[src/hdl/assert_macros.svh]
// Assertion macros shared by the stepper position follower RTL.
// Each macro wraps a clocked concurrent assertion that is masked during reset.
`ifndef ASSERT_MACROS_SVH
`define ASSERT_MACROS_SVH

// Check a property at every rising edge of clk while rst is low.
`define SPF_ASSERT(label, prop, msg) \
  label: assert property (@(posedge clk) disable iff (rst) (prop)) else $error(msg);

// Check that a condition implies a property in the following cycle.
`define SPF_ASSERT_NEXT(label, cond, prop, msg) \
  label: assert property (@(posedge clk) disable iff (rst) (cond) |=> (prop)) else $error(msg);

`endif

[src/hdl/spf_pkg.sv]
// Types and constants for the stepper position follower.
// Self-contained; used by stepper_position_follower_core.
package spf_pkg;

  // Motion modes carried in command bits 31:30.
  typedef enum logic [1:0] {
    MODE_MOVE = 2'd0,
    MODE_DOWN = 2'd1,
    MODE_UP   = 2'd2,
    MODE_OFF  = 2'd3
  } mode_t;

  localparam int unsigned CmdWidth    = 32;
  localparam int unsigned TargetWidth = 30;
  localparam int unsigned PosWidth    = 32;
  localparam int unsigned InDataWidth  = 40;
  localparam int unsigned OutDataWidth = 40;

  // Result fields, readback in the lowest bits.
  typedef struct packed {
    logic                moving;
    logic                driver_enable;
    logic                direction_line;
    logic                step_line;
    logic [PosWidth-1:0] readback;
  } result_t;

  localparam int unsigned ResultWidth = $bits(result_t);

endpackage

[src/hdl/stepper_position_follower_core.sv]
// Stepper position follower: command writes and step ticks in, status out.
// Each item passes through the input register, then the result register.
// Throughput: one item per cycle while m_axis_tready does not stall the output,
// set by the single compare-and-step path between the two registers.
// Reset (rst, synchronous, active high) empties both registers and clears
// mode, target, position, motion, driver enable and the step/direction levels.
`include "assert_macros.svh"

module stepper_position_follower_core (
  input  logic                             clk,
  input  logic                             rst,
  input  logic                             s_axis_tvalid,
  output logic                             s_axis_tready,
  // [31:0] command, [32] top_stop, [33] bottom_stop
  input  logic [spf_pkg::InDataWidth-1:0]  s_axis_tdata,
  input  logic                             s_axis_tuser,   // [0] func (0 = command write, 1 = tick)
  output logic                             m_axis_tvalid,
  input  logic                             m_axis_tready,
  // [31:0] readback, [32] step_line, [33] direction_line, [34] driver_enable,
  // [35] moving
  output logic [spf_pkg::OutDataWidth-1:0] m_axis_tdata
);

  // Input register.
  logic                            in_valid;
  logic                            in_func;
  logic [spf_pkg::CmdWidth-1:0]    in_cmd;
  logic                            in_top;
  logic                            in_bottom;

  // Controller state.
  spf_pkg::mode_t                  mode, mode_next;
  logic [spf_pkg::TargetWidth-1:0] target, target_next;
  logic [spf_pkg::PosWidth-1:0]    position, position_next;
  logic                            active, active_next;
  logic                            enabled, enabled_next;
  logic                            step_level, step_level_next;
  logic                            dir_level, dir_level_next;

  // Result register.
  logic                            out_valid;
  spf_pkg::result_t                result, result_next;

  logic                            advance;
  logic                            do_up;
  logic                            do_down;
  logic [spf_pkg::PosWidth-1:0]    target_ext;

  // An item moves into the result register whenever that register frees up.
  assign advance       = in_valid && (!out_valid || m_axis_tready);
  assign s_axis_tready = !in_valid || advance;
  assign m_axis_tvalid = out_valid;
  assign m_axis_tdata  = {(spf_pkg::OutDataWidth - spf_pkg::ResultWidth)'(0), result};
  assign target_ext    = {2'b00, target};

  // Next state for the item held in the input register.
  always_comb begin
    mode_next       = mode;
    target_next     = target;
    position_next   = position;
    active_next     = active;
    enabled_next    = enabled;
    step_level_next = step_level;
    dir_level_next  = dir_level;
    do_up           = 1'b0;
    do_down         = 1'b0;

    if (!in_func) begin
      mode_next   = spf_pkg::mode_t'(in_cmd[31:30]);
      target_next = in_cmd[spf_pkg::TargetWidth-1:0];
      if (mode_next == spf_pkg::MODE_OFF) begin
        active_next  = 1'b0;
        enabled_next = 1'b0;
      end else begin
        active_next  = 1'b1;
        enabled_next = 1'b1;
      end
    end else if (active) begin
      unique case (mode)
        spf_pkg::MODE_UP:   do_up   = 1'b1;
        spf_pkg::MODE_DOWN: do_down = 1'b1;
        spf_pkg::MODE_MOVE, spf_pkg::MODE_OFF: begin
          // A negative position always lies below the target.
          if (!position[spf_pkg::PosWidth-1] && (target_ext < position)) begin
            do_down = 1'b1;
          end else if (position[spf_pkg::PosWidth-1] || (target_ext > position)) begin
            do_up = 1'b1;
          end else begin
            active_next = 1'b0;
          end
        end
        default: active_next = active;
      endcase
    end

    // One step up, or stop on the top switch.
    if (do_up) begin
      if (!in_top) begin
        position_next   = position + spf_pkg::PosWidth'(1);
        dir_level_next  = 1'b1;
        step_level_next = !step_level;
      end else begin
        active_next = 1'b0;
      end
    end

    // One step down, or stop on the bottom switch and zero the position.
    if (do_down) begin
      if (!in_bottom) begin
        position_next   = position - spf_pkg::PosWidth'(1);
        dir_level_next  = 1'b0;
        step_level_next = !step_level;
      end else begin
        position_next = '0;
        active_next   = 1'b0;
      end
    end

    result_next.readback       = position_next |
                                 {in_top, in_bottom, (spf_pkg::PosWidth - 2)'(0)};
    result_next.step_line      = step_level_next;
    result_next.direction_line = dir_level_next;
    result_next.driver_enable  = enabled_next;
    result_next.moving         = active_next;
  end

  // Input register load.
  always_ff @(posedge clk) begin
    if (rst) begin
      in_valid <= 1'b0;
    end else if (s_axis_tready) begin
      in_valid <= s_axis_tvalid;
    end
    if (s_axis_tready && s_axis_tvalid) begin
      in_func   <= s_axis_tuser;
      in_cmd    <= s_axis_tdata[31:0];
      in_top    <= s_axis_tdata[32];
      in_bottom <= s_axis_tdata[33];
    end
  end

  // State update and result register.
  always_ff @(posedge clk) begin
    if (rst) begin
      mode       <= spf_pkg::MODE_MOVE;
      target     <= '0;
      position   <= '0;
      active     <= 1'b0;
      enabled    <= 1'b0;
      step_level <= 1'b0;
      dir_level  <= 1'b0;
      out_valid  <= 1'b0;
    end else begin
      if (advance) begin
        mode       <= mode_next;
        target     <= target_next;
        position   <= position_next;
        active     <= active_next;
        enabled    <= enabled_next;
        step_level <= step_level_next;
        dir_level  <= dir_level_next;
        out_valid  <= 1'b1;
      end else if (m_axis_tready) begin
        out_valid <= 1'b0;
      end
    end
    if (advance) begin
      result <= result_next;
    end
  end

  // The motor can only be moving while the driver is on.
  `SPF_ASSERT(a_active_needs_enable, !active || enabled, "motion active with driver off")
  // State changes only when an item passes to the result register.
  `SPF_ASSERT_NEXT(a_state_holds, !advance,
    $stable(position) && $stable(active) && $stable(step_level),
    "controller state changed without an item")
  // A command write never steps the motor.
  `SPF_ASSERT_NEXT(a_command_no_step, advance && !in_func,
    $stable(position) && $stable(step_level) && $stable(dir_level),
    "command write moved the motor")
  // The shown motion flag tracks the stored state.
  `SPF_ASSERT(a_moving_matches, !out_valid || (result.moving == active),
    "moving flag differs from controller state")

endmodule
[config.mk]
export PLATFORM = sky130hd
export DESIGN_NAME = stepper_position_follower_core
export DESIGN_NICKNAME = d
export VERILOG_FILES = /design/src/hdl/spf_pkg.sv /design/src/hdl/stepper_position_follower_core.sv
export VERILOG_INCLUDE_DIRS = /design/src /design/src/hdl
export SDC_FILE = /design/constraint.sdc
export NUM_CORES = 1
export LEC_CHECK = 0
export BUFFER_PORTS_ARGS = -buffer_cell sky130_fd_sc_hd__buf_4
export CAP_MARGIN = 20
export CORE_UTILIZATION = 63
export CTS_CLUSTER_SIZE = 12
export DETAILED_ROUTE_END_ITERATION = 7
export PLACE_DENSITY = 0.86
export SYNTH_ARGS = -nofsm -noshare
export SYNTH_HDL_FRONTEND = slang
export SYNTH_SLANG_ARGS = --single-unit
export TNS_END_PERCENT = 50
[constraint.sdc]
create_clock -name clk -period 7.1 [get_ports clk]
set_input_delay 0.71 -clock clk [delete_from_list [all_inputs] [get_ports clk]]
set_output_delay 0.71 -clock clk [all_outputs]
set_load 0.01 [all_outputs]
* Word level (Yosys, flattened, before mapping) *
Index checks and enable logic that the tools add are counted.

operators by class
  $add $sub $neg = 2
  multiply operators = 0
  divide/modulo/power cells = 0
  $lt $le $gt $ge = 2
  equality and inequality tests = 4
  shift operators = 0
  muxes and demuxes = 33
  bitwise operators = 2
  reductions and logical operators = 14

operators by type and width
  kind                                                                   count
  32-bit 2-to-1 mux                                                      4
  32-bit by 1-bit adder with 32-bit output (second input constant)       1
  30-bit by 32-bit greater-than comparator with 1-bit output             1
  30-bit by 32-bit less-than comparator with 1-bit output                1
  32-bit OR                                                              1
  32-bit by 1-bit subtractor with 32-bit output (second input constant)  1
  1-bit 2-to-1 mux                                                       27
  2-bit == test (second input constant)                                  3
  1-bit logical NOT                                                      4
  1-bit case mux with 2 select lines                                     2
  1-bit logical AND                                                      3
  1-bit logical OR                                                       3
  2-bit by 1-bit == test with 1-bit output (second input constant)       1
  2-bit logical NOT                                                      1
  2-bit AND reduction                                                    1
  2-bit nonzero test                                                     1
  2-bit OR reduction                                                     1
  1-bit NOT                                                              1

word-level totals
  register bits after elaboration = 141
  bits in latches = 0
  memory bits (writable) = 0
  bits in read-only memories = 0
  input port bits = 45
  word-level logic and storage cells = 75
  memories kept = 0

* Longest topological paths before layout *
  depth after elaboration = 11
  mapped depth = 13

* Worst setup path after synthesis *
OpenSTA, ideal clock, no wires.

  kind = flip-flop to flip-flop
  start = register position[14] (netlist name)
  end = register result, in the netlist m_axis_tdata[25], data pin
  setup time = 0.267 ns
  data arrival time = 3.047 ns
  data required time = 6.833 ns
  slack = 3.787 ns
  cell stages (with the launch flop) = 13
  cell sequence = dfxtp_1 clkbuf_1 inv_1 ha_1 a21oi_1 nand2_1 a221o_1 o31a_1 o31ai_2 clkbuf_1 o21ai_0 o21ai_0 a21oi_1

between the ends
  longest elaborated chain between the ends = 10

ends and longest elaborated chain
  item                                                        RTL line                               text
  start: declaration                                          stepper_position_follower_core.sv:34   logic [spf_pkg::PosWidth-1:0] position, position_next;
  start signal: assignment                                    stepper_position_follower_core.sv:157  position <= position_next;
  30-bit by 32-bit greater-than comparator with 1-bit output  stepper_position_follower_core.sv:86   end else if (position[spf_pkg::PosWidth-1] || (target_ext > position)) begin
  1-bit logical OR                                            stepper_position_follower_core.sv:86
  1-bit 2-to-1 mux                                            stepper_position_follower_core.sv:86
  1-bit 2-to-1 mux                                            stepper_position_follower_core.sv:84   if (!position[spf_pkg::PosWidth-1] && (target_ext < position)) begin
  1-bit case mux with 2 select lines                          stepper_position_follower_core.sv:79   unique case (mode)
  1-bit 2-to-1 mux                                            stepper_position_follower_core.sv:78   end else if (active) begin
  1-bit 2-to-1 mux                                            stepper_position_follower_core.sv:68   if (!in_func) begin
  32-bit 2-to-1 mux                                           stepper_position_follower_core.sv:97   if (do_up) begin
  32-bit 2-to-1 mux (*)                                       stepper_position_follower_core.sv:108  if (do_down) begin
  net position_next (one bit)                                 stepper_position_follower_core.sv:34
  32-bit OR (*)                                               stepper_position_follower_core.sv:119  result_next.readback = position_next |
  end signal: assignment                                      stepper_position_follower_core.sv:168  result <= result_next;
  end: declaration                                            stepper_position_follower_core.sv:42   spf_pkg::result_t result, result_next;

Mark *: on every way through the listed nets, which the timed path passes. The rest lies on a longest branch.
A chain may end at the register's enable or synchronous reset.

* Final worst setup path *
  start = register position[14] (netlist name)
  end = register result, in the netlist m_axis_tdata[4], data pin

Same word-level chain as after synthesis.

==> results by group <==
Logic synthesis
  – Synth Register Bits: 141
  – Most used flip-flop cell after synthesis: edfxtp_1
  – Synth cell types: between 70 and 80
  – Number of instances in the synthesized netlist: around 830
  – Share of async-settable or async-resettable flops after synthesis: 0
  – Post-synth EDFFs: a little over 70
  – Sequential share of the synthesized area: 0.468
  – Mean instance size in the synthesized netlist: ~9 µm²
  – Synth Warn #: 0
  – Cell area after synthesis: 7550 µm²

GRT
  – Global-route wire length before repair: around 32,000 µm
  – Antenna violations before repair: 0
  – GRT Util Overall: 0.330
  – Global routing usage on met2: 0.513
  – Sum of overflow across all layers after global routing: 0
  – Most crowded layer after global routing: met2
  – Number of global-route vias before repair: between 6,000 and 7,000
  – Met1 capacity usage during global routing: 0.444
  – Met3 track demand over resource in global routing: 0.0789
  – Maximum number of pins on one net before global-route repair: between 70 and 80

Cells and area
  – Register cell area after layout: 3530 µm²
  – Layout cells sized above 1: 0.148
  – Commonest cells after routing, fill and taps aside: nand2_1, a21oi_1, buf_4, edfxtp_1, dfxtp_1
  – Leading cell type in the layout, fill and taps excluded: nand2_1
  – Fin area: between 8000 and 9000 µm²
  – Multi-input combinational cell area: between 3000 and 4000 µm²
  – Count of fill cells added during filler insertion: 795
  – Final net count: 959
  – Inserted Diodes: 0
  – Area added between synthesis and finish: 15.3%

Clocking
  – Count of hold buffers inserted by post-cts repair: 0
  – Worst-path clk slew: 0.06 ns
  – Insertion delay to the later sink of the worst-skew pair: around 0.44 ns
  – TritonCTS clock tree: done
  – # clock sinks: about 140
  – Resized cells post-CTS: 0
  – Total CTS buffers: 17
  – Setup Fix Bufs, Post-CTS: 0
  – Clk buf depth: 2
  – # H-tree levels: 4
  – Cell at the root of the clock tree: clkbuf_16

STA
  – Unrepaired setup endpoints after global routing: no
  – Fmax achieved: about 0.24 GHz
  – Total count of hold-check failures in the final report: 0
  – Setup violations, final: 0
  – Slew at the pin with the worst max-slew slack: roughly 1.1 ns
  – Worst-case headroom to the max-slew limit: 0.255
  – Shortest clock period the worst path allows after layout: about 4.2 ns
  – Final critical-path share of the clock period: 0.594
  – Max-slew violation count: 0
  – Clock tree skew after final layout: 0.00988 ns
  – Setup TNS after final layout: 0 ns

Critical path
  – Critical register-to-register path startpoint: position[14]$_SDFFE_PP0P_
  – Launch point of the worst path: position[14]$_SDFFE_PP0P_
  – Buffering stage count on the worst path with inverters included: 1
  – Cells along the critical path: inv_1, ha_1, nand4_1, nor4_2, a21boi_1, o31a_1, o31a_1, o21ai_0, a21boi_0, o21ai_0
  – Slack of the worst reg-to-reg path: between 2 and 3 ns
  – Required time of the critical path: 7.34 ns
  – CP Capture Type: register
  – Cell type group with the largest total delay on the critical path: compound AO/OA/AOI/OAI gates
  – Critical Path Slowest Stage Cell: o31a_1
  – Critical path peak fanout: 19
  – Arrival time reported for the critical path endpoint: between 4 and 5 ns
  – Terminus of the critical flop-to-flop path: m_axis_tdata[4]$_DFFE_PP_
  – Start-to-end type of the worst setup path: register to register
  – CP peak stage delay: slightly below 0.9 ns
  – Startpoint types: register
  – Worst reg2reg path depth: 10

Min path
  – Hold Path Cell Cnt: 1
  – Worst Hold Class: input pin to register
  – Startpoint of the lowest-slack hold path: s_axis_tdata[26]
  – End point of the most critical hold path: in_cmd[26]$_DFFE_PP_

Detailed routing
  – Post-detailed-routing wire length: 20,100 µm
  – First-pass detailed-route iteration total: 8
  – Post-route antenna net violation count: 0
  – Post-route DRC: 5
  – Wire length per cell after detailed routing: slightly below 20 µm
  – Mean number of vias per cell: 6.52
  – Vias after detailed routing: 6,749
  – Initial drt markers: roughly 800

Placed design
  – Post-DP HPWL: around 13,000 µm
  – Placer Congestion: between 0.8 and 0.9
  – Port Buffers: 76
  – Placed Instance Area: about 8000 µm²

Die
  – Horizontal extent of the die: about 110 µm
  – Initial cell density of the core: 0.653
  – Cell row count: 39
  – I/O pin count: 87
  – Area of the die: between 10,000 and 15,000 µm²
  – Die Height: about 110 µm
  – Standard cell core area: roughly 12,000 µm²

Power and ir drop
  – Worst vdd ir: between 0.0003 and 0.0004 V
  – Power Dens Cells: approximately 220 nW/µm²
  – Leakage power of the design: about 3.3 nW

Run status
  – Outcome: finished with violations
  – Violated checks: design-rule violations

Job
  – Maximum Capacitance Violations: 0
-- where the power goes --
| group | total (W) | switching [W] | internal, W |
|---|---|---|---|
| clock | 0.000836 | 0.000354 | 0.000482 |
| sequential | 0.000904 | 0.0000166 | 0.000887 |
| combinational | 0.000213 | 0.000131 | 0.0000819 |
-- logic make-up after synthesis --
family | share of synthesized area
mux | 0.00663
other cells | 0.000497
xor+xnor | 0.0128
buf+inv | 0.0535
flops | 0.468
compound gates | 0.206
simple gates | 0.196
fa+ha+maj | 0.0564
-- layer usage --
metal  share of wire  vias to the layer above
li1                -                     3160
met1            0.42                     3152
met2            0.46                      394
met3           0.093                       43
met4           0.020                        0
met5               0                        -
-- how the worst max path moves through the flow --
stage | to | cells after the start
floorplan | m_axis_tdata[25]$_DFFE_PP_ | 12
global placement | m_axis_tdata[11]$_DFFE_PP_ | 10
detailed placement | position[28]$_SDFFE_PP0P_ | 10
CTS | m_axis_tdata[4]$_DFFE_PP_ | 10
global route | position[17]$_SDFFE_PP0P_ | 10
finish | m_axis_tdata[4]$_DFFE_PP_ | 10
-- state kept, by name, summed over array words and instances (netlist names), 2 cells and up --
signal,flops
in_cmd,32
m_axis_tdata,36
target,30
mode,2
position,32
-- Yosys cell counts (11+ instances only) --
cell type,number,share of area
o21ai_0,32,0.021
dfxtp_1,70,0.19
clkbuf_1,44,0.022
xnor2_1,11,0.013
ha_1,34,0.056
nand2_1,112,0.056
nor3_1,31,0.021
edfxtp_1,71,0.28
a21oi_1,95,0.063
inv_1,38,0.019
nand3_1,26,0.017
nand4_1,12,0.0099
o22ai_1,11,0.0091
a311oi_1,13,0.015
nor2_1,70,0.035
-- cell type report --
| cell class | count | share of cell area |
|---|---|---|
| Timing Repair Buffer | 85 | 0.0773 |
| Tap cell | 143 | 0.0206 |
| Clock buffer | 19 | 0.0497 |
| Multi-Input combinational cell | 597 | 0.417 |
| Clock inverter | 12 | 0.0134 |
| Inverter | 38 | 0.0164 |
| Sequential cell | 141 | 0.406 |
-- per-stage QoR --
stage                     hold WS [ns]  power [W]  utilization  setup slack (ns)  instances
after floorplan                  0.436    0.00106            -              3.79        835
after global placement           0.443    0.00112        0.700              2.98       1000
after detailed placement         0.455    0.00112        0.701              3.07       1001
after CTS                        0.439    0.00195        0.748              2.94       1032
after global routing             0.432    0.00201        0.753              2.65       1035
final                            0.447    0.00195        0.753              2.88       1035
-- worst reg2reg max path, stage by stage, from the launching register on --
cell and delay, ns:
dfxtp_1 0.59, inv_1 0.21, ha_1 0.37, nand4_1 0.18, nor4_2 0.45, a21boi_1 0.36, o31a_1 0.27, o31a_1 0.88
o21ai_0 0.22, a21boi_0 0.23, o21ai_0 0.28
Power figures use the tool's default switching activity.
